### src/sv/usd_pkg.sv
`timescale 1ns / 1ps

package usd_pkg;

    // byte classes, decided from the byte alone
    typedef enum logic [2:0] {
        CLS_END   = 3'd0,
        CLS_ASCII = 3'd1,
        CLS_CONT  = 3'd2,
        CLS_LEAD2 = 3'd3,
        CLS_LEAD3 = 3'd4,
        CLS_LEAD4 = 3'd5,
        CLS_BAD   = 3'd6
    } t_cls;

    // result status codes
    typedef enum logic [1:0] {
        ST_OK       = 2'd0,
        ST_END      = 2'd1,
        ST_BAD_LEAD = 2'd2,
        ST_BAD_CONT = 2'd3
    } t_status;

    localparam int unsigned CP_W  = 21;
    localparam int unsigned LEN_W = 3;

    localparam logic [7:0] ASCII_MAX = 8'd127;
    localparam logic [7:0] CONT_MIN  = 8'd128;
    localparam logic [7:0] CONT_MAX  = 8'd191;
    localparam logic [7:0] LEAD2_MIN = 8'd194;
    localparam logic [7:0] LEAD2_MAX = 8'd223;
    localparam logic [7:0] LEAD3_MIN = 8'd224;
    localparam logic [7:0] LEAD3_MAX = 8'd239;
    localparam logic [7:0] LEAD4_MIN = 8'd240;
    localparam logic [7:0] LEAD4_MAX = 8'd244;

    localparam logic [7:0] MASK_LEAD2 = 8'h1F;
    localparam logic [7:0] MASK_LEAD3 = 8'h0F;
    localparam logic [7:0] MASK_LEAD4 = 8'h07;
    localparam logic [7:0] MASK_CONT  = 8'h3F;

    // classified byte passed from front to back
    typedef struct packed {
        t_cls       cls;
        logic [6:0] bits;
    } t_tok;

    // one decoded result
    typedef struct packed {
        logic [CP_W-1:0]  code_point;
        logic [LEN_W-1:0] seq_length;
        t_status          status;
    } t_res;

endpackage

### src/sv/utf8_stream_decoder.sv
`timescale 1ns / 1ps

// UTF-8 stream decoder. One raw byte is taken per push transaction and the
// block sustains one byte per clock cycle unless stalled: the decode step
// that updates the remaining-byte count and partial code point handles one
// byte each cycle. A byte first enters a small queue of classified bytes;
// the decoder drains it into a result queue. Each completed sequence,
// end-of-string zero byte, bad lead byte or bad continuation byte yields
// one result; lead and middle bytes of a multi-byte sequence yield none.
// Either side may stall freely.
module utf8_stream_decoder
    import usd_pkg::*;
#(
    parameter int unsigned QUEUE_DEPTH = 2,
    parameter int unsigned OUT_DEPTH   = 2
) (
    input  logic             i_clk,
    input  logic             i_rst_n,
    input  logic             push,
    output logic             full,
    input  logic [7:0]       i_data_byte,
    output logic             empty,
    input  logic             pop,
    output logic [CP_W-1:0]  o_code_point,
    output logic [LEN_W-1:0] o_seq_length,
    output logic [1:0]       o_status
);

    logic tok_valid;
    logic tok_take;
    t_tok tok;

    // classify and queue incoming bytes
    usd_front #(
        .DEPTH (QUEUE_DEPTH)
    ) u_front (
        .i_clk       (i_clk),
        .i_rst_n     (i_rst_n),
        .i_push      (push),
        .i_data_byte (i_data_byte),
        .o_full      (full),
        .o_tok_valid (tok_valid),
        .o_tok       (tok),
        .i_tok_take  (tok_take)
    );

    // decode and queue results
    usd_back #(
        .DEPTH (OUT_DEPTH)
    ) u_back (
        .i_clk        (i_clk),
        .i_rst_n      (i_rst_n),
        .i_tok_valid  (tok_valid),
        .i_tok        (tok),
        .o_tok_take   (tok_take),
        .i_pop        (pop),
        .o_empty      (empty),
        .o_code_point (o_code_point),
        .o_seq_length (o_seq_length),
        .o_status     (o_status)
    );

endmodule

### src/sv/usd_fifo.sv
`timescale 1ns / 1ps

module usd_fifo #(
    parameter int unsigned WIDTH = 8,
    parameter int unsigned DEPTH = 2
) (
    input  logic             i_clk,
    input  logic             i_rst_n,
    input  logic             i_push,
    input  logic [WIDTH-1:0] i_data,
    output logic             o_full,
    input  logic             i_pop,
    output logic             o_empty,
    output logic [WIDTH-1:0] o_data
);

    localparam int unsigned AW = (DEPTH > 1) ? $clog2(DEPTH) : 1;
    localparam int unsigned CW = $clog2(DEPTH + 1);
    localparam logic [AW-1:0] LAST = AW'(DEPTH - 1);
    localparam logic [CW-1:0] FULL_CNT = CW'(DEPTH);

    logic [WIDTH-1:0] r_mem [DEPTH];
    logic [AW-1:0]    r_wr_ptr, n_wr_ptr;
    logic [AW-1:0]    r_rd_ptr, n_rd_ptr;
    logic [CW-1:0]    r_count, n_count;
    logic             do_push;
    logic             do_pop;

    assign o_full     = (r_count == FULL_CNT);
    assign o_empty    = (r_count == '0);
    assign do_push    = i_push && !o_full;
    assign do_pop     = i_pop && !o_empty;
    assign o_data     = r_mem[r_rd_ptr];

    // pointer and count update
    always_comb begin
        n_wr_ptr = r_wr_ptr;
        n_rd_ptr = r_rd_ptr;
        n_count  = r_count;
        if (do_push) begin
            n_wr_ptr = (r_wr_ptr == LAST) ? '0 : r_wr_ptr + 1'b1;
        end
        if (do_pop) begin
            n_rd_ptr = (r_rd_ptr == LAST) ? '0 : r_rd_ptr + 1'b1;
        end
        if (do_push && !do_pop) begin
            n_count = r_count + 1'b1;
        end else if (do_pop && !do_push) begin
            n_count = r_count - 1'b1;
        end
    end

    always_ff @(posedge i_clk) begin
        if (!i_rst_n) begin
            r_wr_ptr <= '0;
            r_rd_ptr <= '0;
            r_count  <= '0;
        end else begin
            r_wr_ptr <= n_wr_ptr;
            r_rd_ptr <= n_rd_ptr;
            r_count  <= n_count;
        end
    end

    // storage, no reset
    always_ff @(posedge i_clk) begin
        if (do_push) begin
            r_mem[r_wr_ptr] <= i_data;
        end
    end

    // occupancy never passes the depth
    a_count_bound: assert property (@(posedge i_clk) disable iff (!i_rst_n)
        r_count <= FULL_CNT)
        else $error("fifo count above depth");

    // a push into a full fifo leaves the count alone unless a pop happens
    a_full_hold: assert property (@(posedge i_clk) disable iff (!i_rst_n)
        (o_full && !i_pop) |=> (r_count == FULL_CNT))
        else $error("fifo count changed while full");

endmodule

### src/sv/usd_front.sv
`timescale 1ns / 1ps

module usd_front
    import usd_pkg::*;
#(
    parameter int unsigned DEPTH = 2
) (
    input  logic       i_clk,
    input  logic       i_rst_n,
    input  logic       i_push,
    input  logic [7:0] i_data_byte,
    output logic       o_full,
    output logic       o_tok_valid,
    output t_tok       o_tok,
    input  logic       i_tok_take
);

    t_tok tok_in;
    logic tok_empty;

    // classify the byte and keep only its payload bits
    always_comb begin
        tok_in.bits = 7'd0;
        if (i_data_byte == 8'd0) begin
            tok_in.cls = CLS_END;
        end else if (i_data_byte <= ASCII_MAX) begin
            tok_in.cls  = CLS_ASCII;
            tok_in.bits = i_data_byte[6:0];
        end else if (i_data_byte >= CONT_MIN && i_data_byte <= CONT_MAX) begin
            tok_in.cls  = CLS_CONT;
            tok_in.bits = 7'(i_data_byte & MASK_CONT);
        end else if (i_data_byte >= LEAD2_MIN && i_data_byte <= LEAD2_MAX) begin
            tok_in.cls  = CLS_LEAD2;
            tok_in.bits = 7'(i_data_byte & MASK_LEAD2);
        end else if (i_data_byte >= LEAD3_MIN && i_data_byte <= LEAD3_MAX) begin
            tok_in.cls  = CLS_LEAD3;
            tok_in.bits = 7'(i_data_byte & MASK_LEAD3);
        end else if (i_data_byte >= LEAD4_MIN && i_data_byte <= LEAD4_MAX) begin
            tok_in.cls  = CLS_LEAD4;
            tok_in.bits = 7'(i_data_byte & MASK_LEAD4);
        end else begin
            tok_in.cls = CLS_BAD;
        end
    end

    // queue of classified bytes toward the decoder
    usd_fifo #(
        .WIDTH ($bits(t_tok)),
        .DEPTH (DEPTH)
    ) u_tok_q (
        .i_clk      (i_clk),
        .i_rst_n    (i_rst_n),
        .i_push     (i_push),
        .i_data     (tok_in),
        .o_full     (o_full),
        .i_pop      (i_tok_take),
        .o_empty    (tok_empty),
        .o_data     (o_tok)
    );

    assign o_tok_valid = !tok_empty;

endmodule

### src/sv/usd_back.sv
`timescale 1ns / 1ps

module usd_back
    import usd_pkg::*;
#(
    parameter int unsigned DEPTH = 2
) (
    input  logic             i_clk,
    input  logic             i_rst_n,
    input  logic             i_tok_valid,
    input  t_tok             i_tok,
    output logic             o_tok_take,
    input  logic             i_pop,
    output logic             o_empty,
    output logic [CP_W-1:0]  o_code_point,
    output logic [LEN_W-1:0] o_seq_length,
    output logic [1:0]       o_status
);

    logic [1:0]      r_bytes_left, n_bytes_left;
    logic [LEN_W-1:0] r_seq_total, n_seq_total;
    logic [CP_W-1:0] r_partial, n_partial;
    logic            res_push;
    t_res            res_in;
    t_res            res_out;
    logic            res_full;

    assign o_tok_take = i_tok_valid && !res_full;

    // decode step: one classified byte per transaction
    always_comb begin
        n_bytes_left = r_bytes_left;
        n_seq_total  = r_seq_total;
        n_partial    = r_partial;
        res_push     = 1'b0;
        res_in       = '{code_point: '0, seq_length: '0, status: ST_OK};
        if (o_tok_take) begin
            if (r_bytes_left == 2'd0) begin
                unique case (i_tok.cls)
                    CLS_END: begin
                        res_push      = 1'b1;
                        res_in.status = ST_END;
                    end
                    CLS_ASCII: begin
                        res_push          = 1'b1;
                        res_in.code_point = CP_W'(i_tok.bits);
                        res_in.seq_length = LEN_W'(1);
                    end
                    CLS_LEAD2: begin
                        n_partial    = CP_W'(i_tok.bits);
                        n_seq_total  = LEN_W'(2);
                        n_bytes_left = 2'd1;
                    end
                    CLS_LEAD3: begin
                        n_partial    = CP_W'(i_tok.bits);
                        n_seq_total  = LEN_W'(3);
                        n_bytes_left = 2'd2;
                    end
                    CLS_LEAD4: begin
                        n_partial    = CP_W'(i_tok.bits);
                        n_seq_total  = LEN_W'(4);
                        n_bytes_left = 2'd3;
                    end
                    default: begin
                        res_push      = 1'b1;
                        res_in.status = ST_BAD_LEAD;
                    end
                endcase
            end else if (i_tok.cls == CLS_CONT) begin
                // merge six more bits; finish on the last continuation
                if (r_bytes_left == 2'd1) begin
                    res_push          = 1'b1;
                    res_in.code_point = {r_partial[CP_W-7:0], i_tok.bits[5:0]};
                    res_in.seq_length = r_seq_total;
                    n_partial         = '0;
                    n_seq_total       = '0;
                    n_bytes_left      = 2'd0;
                end else begin
                    n_partial    = {r_partial[CP_W-7:0], i_tok.bits[5:0]};
                    n_bytes_left = r_bytes_left - 2'd1;
                end
            end else begin
                // broken sequence: report and drop back to idle
                res_push      = 1'b1;
                res_in.status = ST_BAD_CONT;
                n_partial     = '0;
                n_seq_total   = '0;
                n_bytes_left  = 2'd0;
            end
        end
    end

    always_ff @(posedge i_clk) begin
        if (!i_rst_n) begin
            r_bytes_left <= 2'd0;
            r_seq_total  <= '0;
            r_partial    <= '0;
        end else begin
            r_bytes_left <= n_bytes_left;
            r_seq_total  <= n_seq_total;
            r_partial    <= n_partial;
        end
    end

    // result queue toward the consumer
    usd_fifo #(
        .WIDTH ($bits(t_res)),
        .DEPTH (DEPTH)
    ) u_res_q (
        .i_clk      (i_clk),
        .i_rst_n    (i_rst_n),
        .i_push     (res_push),
        .i_data     (res_in),
        .o_full     (res_full),
        .i_pop      (i_pop),
        .o_empty    (o_empty),
        .o_data     (res_out)
    );

    assign o_code_point = res_out.code_point;
    assign o_seq_length = res_out.seq_length;
    assign o_status     = res_out.status;

    // idle means all sequence state is cleared
    a_idle_clear: assert property (@(posedge i_clk) disable iff (!i_rst_n)
        (r_bytes_left == 2'd0) |-> (r_seq_total == '0 && r_partial == '0))
        else $error("sequence state left over while idle");

    // an open sequence is longer than the bytes it still expects
    a_open_len: assert property (@(posedge i_clk) disable iff (!i_rst_n)
        (r_bytes_left != 2'd0) |-> (r_seq_total > LEN_W'(r_bytes_left)))
        else $error("open sequence length inconsistent");

endmodule
### config.mk
export PLATFORM = sky130hd
export DESIGN_NAME = utf8_stream_decoder
export DESIGN_NICKNAME = d
export VERILOG_FILES = /design/src/sv/usd_pkg.sv /design/src/sv/utf8_stream_decoder.sv /design/src/sv/usd_fifo.sv /design/src/sv/usd_front.sv /design/src/sv/usd_back.sv
export SDC_FILE = /design/constraint.sdc
export NUM_CORES = 1
export LEC_CHECK = 0
export BUFFER_PORTS_ARGS = -buffer_cell sky130_fd_sc_hd__buf_2
export CORE_UTILIZATION = 38
export DETAILED_ROUTE_END_ITERATION = 8
export SYNTH_ARGS = -nofsm -noshare
export SYNTH_HDL_FRONTEND = slang
export SYNTH_SLANG_ARGS = --single-unit
### constraint.sdc
create_clock -name i_clk -period 2.8 [get_ports i_clk]
set_input_delay 0.42 -clock i_clk [delete_from_list [all_inputs] [get_ports i_clk]]
set_output_delay 0.42 -clock i_clk [all_outputs]
set_load 0.01 [all_outputs]
After elaboration in Yosys (flattened, before gate mapping)
Memories as Yosys holds them, arrays and structs flattened. A register that Yosys moved wholly into a read port is not among the register bits.
Index checks and enable logic that the tools add are counted.
{ "op_classes": {"add_sub_neg": 9, "n_mul": 0, "n_div": 0, "order_cmp": 9, "n_eq_ne": 11, "shift": 0, "mux": 48, "bitwise_logic": 0, "n_reduce_logical": 33} }
{ "ops": {"columns": ["operator", "n"], "rows": [
  ["$mux W15", 4],
  ["$mux W26", 2],
  ["$mux W24", 2],
  ["$mux W10", 4],
  ["$ge A8 B8 Y1 const B", 4],
  ["$le A8 B8 Y1 const B", 4],
  ["$mux W2", 9],
  ["$mux W1", 17],
  ["$mux W3", 5],
  ["$logic_and A1 B1 Y1", 13],
  ["$mux W9", 1],
  ["$pmux W3 S3", 1],
  ["$le A8 B7 Y1 const B", 1],
  ["$logic_not A1 Y1", 8],
  ["$logic_not A8 Y1", 1],
  ["$mux W7", 1],
  ["$eq A3 B2 Y1 const B", 2],
  ["$eq A3 B3 Y1 const B", 2],
  ["$logic_not A2 Y1", 3],
  ["$pmux W2 S3", 1],
  ["$sub A2 B1 Y2 const B", 3],
  ["$add A1 B1 Y1 const B", 4],
  ["$add A2 B1 Y2 const B", 2],
  ["$eq A2 B2 Y1 const B", 2],
  ["12 further kinds", 14]
]} }
{ "word_totals": {"register_bits": 28, "latch_bits": 0, "ram_bits": 72, "mem_bits_ro": 0, "input_bits": 12, "out_inout_bits": 28, "wordCells": 121, "mem_count": 2} }
{ "mem_list": {"columns": ["memory", "depth", "width", "rd", "rd_clocked_by_memory_dff", "write_ports", "line", "text"], "rows": [
  ["u_back.u_res_q.r_mem", 2, 26, 1, 1, 1, "usd_fifo.sv:22", "logic [WIDTH-1:0] r_mem [DEPTH];"],
  ["u_front.u_tok_q.r_mem", 2, 10, 1, 1, 1, "usd_fifo.sv:22", null]
]} }

Longest topological paths before layout
Gate-level depths: netlist of the first run.
{ "logic_depth": {"depth_word": 10, "mapped_depth": 11, "ltp_nobuf": 9} }

By module
From an unflattened synthesis of the first run, not the netlist that was laid out.
{ "hier_totals": {"cells_unflattened": 322, "hier_area_um2": 4350.4} }
{ "by_module_without_submodules": {"columns": ["module", "instances", "cells_per_inst", "area_each_um2", "seq_area_each_um2"], "rows": [
  ["usd_fifo (u_back.u_res_q)", 1, 106, 2108.3, 1661.6],
  ["usd_back", 1, 133, 1146.1, 400.4],
  ["usd_fifo (u_front.u_tok_q)", 1, 57, 945.9, 700.7],
  ["usd_front", 1, 26, 150.1, 0.0]
]} }

Least setup slack after synthesis of the first run
Ideal clock, no wire load.
{ "synth_path": {"kind": "register to register", "from": "register u_back.r_bytes_left[0]", "to": "memory u_back.u_res_q.r_mem[1][0] in the netlist's numbering (enable)", "setup_ns": 0.385, "t_arrival_ns": 2.213, "required_time_ns": 2.415, "setup_slack_ns": 0.202, "path_stages_with_launch": 9, "path_buffers": 2, "synth_period_minus_slack_ns": 2.598, "cell_sequence": "dfxtp_1 inv_1 ha_1 buf_2 inv_1 buf_2 nor3_1 nor4_4 and2_1"} }
{ "synth_via": {"elab_chain_cells": 8, "elab_cells_between_ends": 9, "classes_between": "eq/ne (1); mux (6); reduce/logical (2)"} }
{ "synth_lines": {"columns": ["item", "line", "text"], "rows": [
  ["start, declared", "usd_back.sv:20", "logic [1:0] r_bytes_left, n_bytes_left;"],
  ["start signal, assigned", "usd_back.sv:99", "r_bytes_left <= n_bytes_left;"],
  ["$eq A2 B1 Y1", "usd_back.sv:71", "if (r_bytes_left == 2'd1) begin"],
  ["$mux W1", "usd_back.sv:71", null],
  ["$mux W1", "usd_back.sv:69", "end else if (i_tok.cls == CLS_CONT) begin"],
  ["$mux W1 (*)", "usd_back.sv:38", "if (r_bytes_left == 2'd0) begin"],
  ["$mux W1 (*)", "usd_back.sv:37", "if (o_tok_take) begin"],
  ["$logic_and A1 B1 Y1 (*)", "usd_fifo.sv:31", "assign do_push = i_push && !o_full;"],
  ["via u_back.u_res_q.do_push", "usd_fifo.sv:26", "logic do_push;"],
  ["$mux W1 (*)", "usd_fifo.sv:67", "if (do_push) begin"],
  ["$mux W1 (not written as such) (*)", "usd_fifo.sv:68", "r_mem[r_wr_ptr] <= i_data;"],
  ["end, declared", "usd_fifo.sv:22", null]
]} }
Mark *: on every way through the listed nets, which the timed path passes. The rest lies on a longest branch.

Worst setup path in the final report of the first run
{ "layout_path": {"from": "register u_back.r_bytes_left[0]", "to": "register u_back.u_res_q.r_count[1]"} }
{ "layout_via": {"elab_chain_cells": 9, "elab_cells_between_ends": 12, "classes_between": "eq/ne (1); mux (5); reduce/logical (6)"} }
{ "layout_lines": {"columns": ["item", "line", "text"], "rows": [
  ["$eq A2 B1 Y1", "usd_back.sv:71", null],
  ["$mux W1", "usd_back.sv:71", null],
  ["$mux W1", "usd_back.sv:69", null],
  ["$mux W1 (*)", "usd_back.sv:38", null],
  ["$mux W1 (*)", "usd_back.sv:37", null],
  ["$logic_and A1 B1 Y1 (*)", "usd_fifo.sv:31", null],
  ["via u_back.u_res_q.do_push", "usd_fifo.sv:26", null],
  ["$logic_not A1 Y1", "usd_fifo.sv:48", "end else if (do_pop && !do_push) begin"],
  ["$logic_and A1 B1 Y1", "usd_fifo.sv:48", null],
  ["$reduce_bool A2 Y1 (no source line)", null, null],
  ["end signal, assigned", "usd_fifo.sv:61", "r_count <= n_count;"],
  ["end, declared", "usd_fifo.sv:25", "logic [CW-1:0] r_count, n_count;"]
]} }
Marks and branches as above.
A chain may end at the register's enable or synchronous reset.

==> out/metrics.json, run 1 <==
{
  "routing": {
    "remaining_drc_errors": 0,
    "drt_pre_antenna_iters": 4,
    "dr_wl_cell_um": 15.1,
    "vias_per_cell": 5.16,
    "routed-via-count": 2807,
    "totalWireLength_mm": 8.24,
    "drtIter0Drc": 229,
    "remaining_number_of_nets_flagged_by_the_antenna_check_after_routing": 0
  },
  "floorplan": {
    "floorplan.initialDensity_pct": 39.8,
    "dieHeight_um": 112,
    "row_count": 39,
    "coreArea_mm2": 0.0117,
    "die-area_mm2": 0.0126,
    "dieWidth_um": 112,
    "io_pins": 40
  },
  "synthesis": {
    "netlist_instances": 354,
    "syn-cell-area_mm2": 0.00464,
    "synth-main-ff-cell": "sky130_fd_sc_hd__edfxtp_1",
    "share_of_flip_flops_with_an_asynchronous_set_or_reset_after_synthesis_pct": 0,
    "synth_fp_nets": 370,
    "ys_ff_latch": 102,
    "synth_enable_flop_cells": 72,
    "seq_area_frac_synth_pct": 59.6,
    "syn_avg_cell_area_um2": 13.1,
    "ys.warnings.count": 0,
    "post_synth_num_cell_types": 53
  },
  "sta": {
    "rsz0062_at_grt": "no",
    "setup_slack_ns": 0.335,
    "max_freq_mhz": 406,
    "tightestPinTransition_ns": 0.809,
    "clock_skew_ns": 0.00853,
    "finalSetupTns_ns": 0,
    "hold_viol_final": 0,
    "finalCritPeriodShare_pct": 88.0,
    "report.final.setup_viol": 0,
    "drv_slew": 0,
    "final_period_minus_worst_setup_slack_ns": 2.47,
    "relSlewSlack_pct": 45.9
  },
  "critical_path": {
    "arrival_ns": 2.73,
    "cp-end-kind": "register",
    "worst_setup_path_start_kind": "register",
    "timing.critical_path.required_ns": 3.07,
    "timing_worst_setup_path_type": "reg -> reg",
    "critPathMaxFanout": 11
  },
  "placed_design": {
    "place.detailed.hpwl_mm": 5.50,
    "io_buffer_count": 39,
    "gp_congestion": 0.781,
    "pre_cts_ws_ns": 0.342
  },
  "final_layout": {
    "filler_cell_count": 1048,
    "finalNetCount": 412,
    "final-seq-area_mm2": 0.00276,
    "area_delta_synth_final_pct": 14.4,
    "post_route_cells_drive_above_1_share_pct": 26.4,
    "num_antenna_cells": 0,
    "multi_input_area_mm2": 0.00170,
    "final_core_utilization_pct": 45.5
  },
  "cts": {
    "post_cts.repair.setup_buffers": 0,
    "clock_insertion_delay_worst_skew_ns": 0.35,
    "cts.sinks": 102,
    "cts_root_buffer": "sky130_fd_sc_hd__clkbuf_16",
    "numCtsBuffers": 9,
    "cts_max_path_buffers": 2,
    "hold_buffers": 0,
    "cts_tree": "yes",
    "h-tree-depth": 3,
    "cts_repair_resize_count": 0,
    "worst_setup_hold_path_clk_slew_ns": 0.08
  },
  "power": {
    "p_leak_nw": 1.95,
    "power_per_cell_area_mw_per_mm2": 1030,
    "max-vdd-ir-drop_mv": 0.331
  },
  "global_route": {
    "grt_pass1_vias": 2716,
    "global_route_wire_length_before_repair_mm": 13.4,
    "grt_overflow_total": 0,
    "grt_antenna_before_repair": 0,
    "pin_count_of_the_biggest_net_entering_global_routing": 35,
    "track_usage_pct": 14.0
  },
  "min_path": {
    "hold_path_class": "in -> reg"
  },
  "status": {
    "outcome": "finished, final reports clean"
  },
  "flow_run": {
    "maxCapViolations": 0
  }
}
==> final timing paths <==
check	startpoint	end	slack [ns]	cells past startpoint
setup / recovery	u_back.r_bytes_left[0]$_SDFFE_PN0P_	u_back.u_res_q.r_count[1]$_SDFFE_PN0P_	0.33	8
hold reg to reg	u_back.r_partial[13]$_SDFFE_PN0P_	u_back.r_partial[13]$_SDFFE_PN0P_	0.46	2
hold / removal	i_data_byte[7]	u_front.u_tok_q.r_mem[0][6]$_DFFE_PP_	0.40	2
setup reg to reg	u_back.r_bytes_left[0]$_SDFFE_PN0P_	u_back.u_res_q.r_count[1]$_SDFFE_PN0P_	0.33	8
==> power by group <==
part           internal (W)  switching, W  total, W
registers           0.00206      0.000159   0.00222
clock network      0.000715      0.000591   0.00131
logic              0.000858       0.00106   0.00192
total               0.00363       0.00181   0.00544
==> per-layer routing <==
metal / track usage [%] / wire length [um] / up-vias
li1: - / - / 1393
met1: 18.3 / 4030 / 1352
met2: 21.9 / 3890 / 57
met3: 3.94 / 228 / 5
met4: 5.33 / 92 / 0
met5: 0 / 0 / -
==> state kept, by name, summed over array words and instances, names as in the netlist, named ones only <==
register                  count
u_back.u_res_q.r_mem         52
u_back.r_bytes_left           2
u_back.r_partial             15
u_back.u_res_q.r_count        2
u_front.u_tok_q.r_mem        20
u_front.u_tok_q.r_rd_ptr      1
u_front.u_tok_q.r_wr_ptr      1
u_back.u_res_q.r_wr_ptr       1
u_front.u_tok_q.r_count       2
u_back.u_res_q.r_rd_ptr       1
u_back.r_seq_total            3
==> critical path, cell delays in order, from the launching register on <==
cell,delay [ns]
sky130_fd_sc_hd__dfxtp_1,0.34
sky130_fd_sc_hd__inv_1,0.08
sky130_fd_sc_hd__ha_1,0.39
sky130_fd_sc_hd__inv_1,0.17
sky130_fd_sc_hd__nor3_1,0.40
sky130_fd_sc_hd__nor4_4,0.12
sky130_fd_sc_hd__ha_1,0.34
sky130_fd_sc_hd__or3_1,0.37
sky130_fd_sc_hd__a21boi_0,0.18
==> synth_stat cells, drive strengths merged (4+ instances only) <==
cell / n / area (um2)
xnor2: 5 / 43.8
edfxtp: 72 / 2160
clkbuf: 10 / 38.8
nand3b: 6 / 45.0
ha: 4 / 50.1
nor3: 5 / 25.0
a21oi: 8 / 40.0
nor4: 4 / 70.1
buf: 10 / 98.8
mux2i: 27 / 290
o21ai: 8 / 40.0
nand3: 11 / 60.1
inv: 9 / 33.8
mux2: 29 / 334
dfxtp: 30 / 601
nor2: 16 / 60.1
o211ai: 4 / 30.0
and2: 25 / 156
nand2: 29 / 111
==> cell usage in the layout, fill, tap and decap left out, drive strengths merged, types with 2 or more instances in the layout <==
cell	count
a211o	2
nor3	5
nand3	11
xnor2	5
nand3b	6
edfxtp	72
or3	2
a21oi	8
or4	3
buf	51
clkbuf	9
ha	4
nor2	16
nand2b	3
and2	25
a21boi	2
and4	3
dfxtp	30
a211oi	3
mux2	29
mux2i	27
nor4	4
a32oi	2
o211ai	4
clkinv	2
o21a	2
nor2b	3
o21ai	8
nand2	29
inv	12
xor2	2
a31oi	2
o2111ai	3
==> per-stage QoR <==
step	hold WS, ns	area (um2)	total power (W)	cells
2_1_floorplan	0.433	4640	0.00364	354
3_3_place_gp	0.449	4990	0.00415	528
3_5_place_dp	0.455	4990	0.00419	528
4_1_cts	0.392	5310	0.00549	544
5_1_grt	0.410	5310	0.00575	544
6_report	0.404	5310	0.00544	544
==> final cells by class <==
cell class	count	area share [%]
repair buffers	51	5.85
multi-input cells	223	32.1
clock buffers	9	4.25
clock inverters	7	1.72
well taps	143	3.37
inverters	9	0.637
flip-flops and latches	102	52.1
==> cell families (layout without fill, tap and decap cells) <==
kind of cell	count (synthesis)	count (layout)	synth area share, %
AND/OR/NAND/NOR	114	114	14.1
flip-flops	102	102	59.6
multiplexers	56	56	13.5
AO/OA/AOI/OAI	42	42	6.72
buffers and inverters	29	76	3.70
XOR/XNOR	7	7	1.32
adder cells (fa/ha/maj)	4	4	1.08
(Power assumes the default switching activity.)
==> run 2: changes to the inputs <==
- ABC_AREA: unset -> 1
==> run 2 against run 1 <==
Wire length grew 2.3%. Critical path depth grew 3. Clock skew grew 0.0029 ns. Largest cell class unchanged. First-iteration DRC count shrank 31%. Total power grew 3.6%. Clock power is essentially flat.
==> out/metrics.json, run 2 <==
{
  "status": {
    "outcome": "finished, final reports clean"
  },
  "placed_design": {
    "place.detailed.hpwl": {"value": 5.70, "unit": "mm", "change": "+3.5%"},
    "placedCellCount": {"value": 604, "change": "+14%"},
    "postPlaceCellArea": {"value": 0.00494, "unit": "mm2", "change": "-0.90%"},
    "pre_cts_ws": {"value": 0.509, "unit": "ns", "change": "+0.167 ns"},
    "gp_congestion": {"value": 0.822, "change": "+5.2%"},
    "io_buffer_count": {"value": 39, "change": "unchanged"}
  },
  "sta": {
    "setup_slack": {"value": 0.459, "unit": "ns", "change": "+0.124 ns"},
    "finalCritPeriodShare": {"value": 83.6, "unit": "%", "change": "-4.4 points"},
    "report.final.setup_viol": {"value": 0, "change": "unchanged"},
    "final_period_minus_worst_setup_slack": {"value": 2.34, "unit": "ns", "change": "-0.124 ns"},
    "max_freq": {"value": 427, "unit": "MHz", "change": "+5.3%"},
    "hold_viol_final": {"value": 0, "change": "unchanged"},
    "finalSetupTns": {"value": 0, "unit": "ns", "change": "unchanged"},
    "clock_skew": {"value": 0.0114, "unit": "ns", "change": "+0.00286 ns"},
    "tightestPinTransition": {"value": 0.845, "unit": "ns", "change": "+0.0359 ns"},
    "rsz0062_at_grt": "no",
    "drv_slew": {"value": 0, "change": "unchanged"},
    "timing.hold.ws": {"value": 0.388, "unit": "ns", "change": "-0.0163 ns"},
    "relSlewSlack": {"value": 43.6, "unit": "%", "change": "-2.3 points"}
  },
  "synthesis": {
    "netlist_instances": {"value": 431, "change": "+22%"},
    "syn-cell-area": {"value": 0.00463, "unit": "mm2", "change": "-0.13%"},
    "syn_avg_cell_area": {"value": 10.7, "unit": "um2", "change": "-18%"},
    "synth_fp_nets": {"value": 447, "change": "+21%"},
    "synthDominantAreaCellType": "sky130_fd_sc_hd__edfxtp_1",
    "post_synth_num_cell_types": {"value": 39, "change": "-26%"},
    "synth_most_common_cell": "sky130_fd_sc_hd__edfxtp_1",
    "synthTopCellsByCount": "sky130_fd_sc_hd__edfxtp_1 (72), sky130_fd_sc_hd__nor2_1 (63), sky130_fd_sc_hd__nand2_1 (61)",
    "synth_top_area_share": {"value": 46.7, "unit": "%", "change": "+0.063 points"},
    "ys_ff_latch": {"value": 102, "change": "unchanged"},
    "synth-main-ff-cell": "sky130_fd_sc_hd__edfxtp_1",
    "netlist_top_cells_area": "sky130_fd_sc_hd__edfxtp_1 (47%), sky130_fd_sc_hd__dfxtp_1 (13%), sky130_fd_sc_hd__mux2_2 (6.3%)",
    "synth_enable_flop_cells": {"value": 72, "change": "unchanged"},
    "share_of_flip_flops_with_an_asynchronous_set_or_reset_after_synthesis": {"value": 0, "unit": "%", "change": "unchanged"},
    "ys.warnings.count": {"value": 0, "change": "unchanged"},
    "seq_area_frac_synth": {"value": 59.7, "unit": "%", "change": "+0.080 points"}
  },
  "routing": {
    "remaining_drc_errors": {"value": 0, "change": "unchanged"},
    "drtIter0Drc": {"value": 157, "change": "-31%"},
    "routed-wl-met3": {"value": 262, "unit": "um", "change": "+15%"},
    "remaining_number_of_nets_flagged_by_the_antenna_check_after_routing": {"value": 0, "change": "unchanged"},
    "met2RoutedLength": {"value": 3.79, "unit": "mm", "change": "-2.6%"},
    "top_layer": "met4",
    "vias_per_cell": {"value": 4.73, "change": "-8.3%"},
    "dr_wl_cell": {"value": 13.6, "unit": "um", "change": "-10%"},
    "drt_pre_antenna_iters": {"value": 4, "change": "unchanged"},
    "totalWireLength": {"value": 8.43, "unit": "mm", "change": "+2.3%"},
    "routed-via-count": {"value": 2935, "change": "+4.6%"},
    "m1WireLength": {"value": 4.13, "unit": "mm", "change": "+2.5%"}
  },
  "critical_path": {
    "worst_setup_path_start_kind": "register",
    "cp_cell_sequence": "inv_1 > ha_1 > inv_1 > nand4_4 > nand3_1 > inv_1 > ha_1 > a21oi_1 > o21ai_0 > o21ai_0 > a21oi_1",
    "critPathMaxFanout": {"value": 16, "change": "+5"},
    "worst_path_max_delay_cell": "sky130_fd_sc_hd__dfxtp_1",
    "arrival": {"value": 2.58, "unit": "ns", "change": "-0.15 ns"},
    "slowest_delay": {"value": 0.37, "unit": "ns", "change": "-0.03 ns"},
    "timing.critical_path.required": {"value": 3.04, "unit": "ns", "change": "-0.03 ns"},
    "reg2reg_slack": {"value": 0.46, "unit": "ns", "change": "+0.12 ns"},
    "cp-end-kind": "register",
    "timing_worst_setup_path_type": "reg -> reg",
    "crit_path_frequent_cell": "sky130_fd_sc_hd__inv_1"
  },
  "final_layout": {
    "area_delta_synth_final_pct": 13.7,
    "post_route_cells_drive_above_1_share": {"value": 26.4, "unit": "%", "change": "about the same"},
    "num_antenna_cells": {"value": 0, "change": "unchanged"},
    "layout.cells.most_common": "sky130_fd_sc_hd__edfxtp_1",
    "filler_cell_count": {"value": 1104, "change": "+5.3%"},
    "multi_input_area": {"value": 0.00156, "unit": "mm2", "change": "-8.4%"},
    "biggestRegsByFlops": "u_back.u_res_q.r_mem: 52 flops, u_front.u_tok_q.r_mem: 20 flops, u_back.r_partial: 15 flops",
    "layoutNonFillerInstCount": {"value": 620, "change": "+14%"},
    "final_instance_area": {"value": 0.00527, "unit": "mm2", "change": "-0.75%"},
    "most-common-layout-cells": "sky130_fd_sc_hd__edfxtp_1 (72), sky130_fd_sc_hd__nor2_1 (62), sky130_fd_sc_hd__nand2_1 (61), sky130_fd_sc_hd__inv_1 (50), sky130_fd_sc_hd__buf_2 (39)",
    "largest_register": "u_back.u_res_q.r_mem",
    "max_ffs_per_register": {"value": 52, "change": "unchanged"},
    "finalNetCount": {"value": 488, "change": "+18%"},
    "final-seq-area": {"value": 0.00276, "unit": "mm2", "change": "unchanged"}
  },
  "min_path": {
    "hold_path_class": "in -> reg"
  },
  "cts": {
    "h-tree-depth": {"value": 3, "change": "unchanged"},
    "cts.sinks": {"value": 102, "change": "unchanged"},
    "worst_setup_hold_path_clk_slew": {"value": 0.07, "unit": "ns", "change": "about the same"},
    "cts_max_path_buffers": {"value": 2, "change": "unchanged"},
    "hold_buffers": {"value": 0, "change": "unchanged"},
    "cts_root_buffer": "sky130_fd_sc_hd__clkbuf_16",
    "clock_insertion_delay_worst_skew": {"value": 0.35, "unit": "ns", "change": "about the same"},
    "cts_tree": "yes",
    "post_cts.repair.setup_buffers": {"value": 0, "change": "unchanged"},
    "cts_repair_resize_count": {"value": 0, "change": "unchanged"},
    "numCtsBuffers": {"value": 9, "change": "unchanged"}
  },
  "floorplan": {
    "die-area": {"value": 0.0126, "unit": "mm2", "change": "-0.13%"},
    "dieWidth": {"value": 112, "unit": "um", "change": "about the same"},
    "dieHeight": {"value": 112, "unit": "um", "change": "about the same"},
    "floorplan.initialDensity": {"value": 39.7, "unit": "%", "change": "-0.054 points"},
    "io_pins": {"value": 40, "change": "unchanged"},
    "row_count": {"value": 39, "change": "unchanged"},
    "coreArea": {"value": 0.0117, "unit": "mm2", "change": "unchanged"}
  },
  "global_route": {
    "grt_antenna_before_repair": {"value": 0, "change": "unchanged"},
    "grt_pass1_vias": {"value": 2877, "change": "+5.9%"},
    "grt_overflow_total": {"value": 0, "change": "unchanged"},
    "pin_count_of_the_biggest_net_entering_global_routing": {"value": 27, "change": "-23%"},
    "track_usage": {"value": 14.6, "unit": "%", "change": "+0.59 points"},
    "global_route_wire_length_before_repair": {"value": 14.0, "unit": "mm", "change": "+4.8%"}
  },
  "power": {
    "p_leak": {"value": 2.05, "unit": "nW", "change": "+4.7%"},
    "power_per_cell_area": {"value": 1070, "unit": "mW/mm2", "change": "+4.4%"},
    "max-vdd-ir-drop": {"value": 0.369, "unit": "mV", "change": "+11%"}
  },
  "flow_run": {
    "maxCapViolations": {"value": 0, "change": "unchanged"}
  }
}
## run 2: worst paths after layout
path / from / endpoint / depth (start not counted)
min reg2reg: u_front.u_tok_q.r_rd_ptr$_SDFFE_PN0P_ / u_front.u_tok_q.r_rd_ptr$_SDFFE_PN0P_ / 1
max: u_back.r_bytes_left[0]$_SDFFE_PN0P_ / u_back.u_res_q.r_count[1]$_SDFFE_PN0P_ / 11
min: i_rst_n / u_back.u_res_q.r_wr_ptr$_SDFFE_PN0P_ / 3
max reg2reg: u_back.r_bytes_left[0]$_SDFFE_PN0P_ / u_back.u_res_q.r_count[1]$_SDFFE_PN0P_ / 11
## run 2: critical path, delay by kind of cell, from the launching register on
family                   cells  cell delay (ns)
AND/OR/NAND/NOR              2             0.50
flip-flops                   1             0.37
adder cells (fa/ha/maj)      2             0.53
buffers and inverters        3             0.34
AO/OA/AOI/OAI                4             0.49
## run 2: cells by family after synthesis
logic type / after synthesis / share of synthesized area (%)
XOR/XNOR: 3 / 0.568
adder cells (fa/ha/maj): 4 / 1.08
AO/OA/AOI/OAI: 44 / 6.38
multiplexers: 26 / 6.32
AND/OR/NAND/NOR: 184 / 19.3
buffers and inverters: 68 / 6.73
flip-flops: 102 / 59.7
## run 2: cell type report
class	instances	share of cell area, %
tap	143	3.40
timing repair buffer	44	4.42
sequential	102	52.5
inverter	54	3.99
clock buffer	9	4.28
clock inverter	7	1.83
multi-input combinational	261	29.6
## run 2: power breakdown
group / total (W) / switching [W] / internal [W] / leakage, nW
logic: 0.00209 / 0.00132 / 0.000777 / 0.967
clock network: 0.00133 / 0.000547 / 0.000786 / 0.156
registers: 0.00221 / 0.000125 / 0.00208 / 0.924
## run 2: stage by stage
step,util (%),total power (W)
after global placement,42.4,0.00431
final,45.1,0.00564
after detailed placement,42.4,0.00435
after CTS,45.1,0.00570
after floorplan,-,0.00383
after global routing,45.1,0.00601
## run 2: layer usage
metal,vias to the layer above,GRT usage [%]
li1,1517,-
met1,1341,18.4
met2,62,22.9
met3,15,3.89
met4,0,7.73
met5,-,0
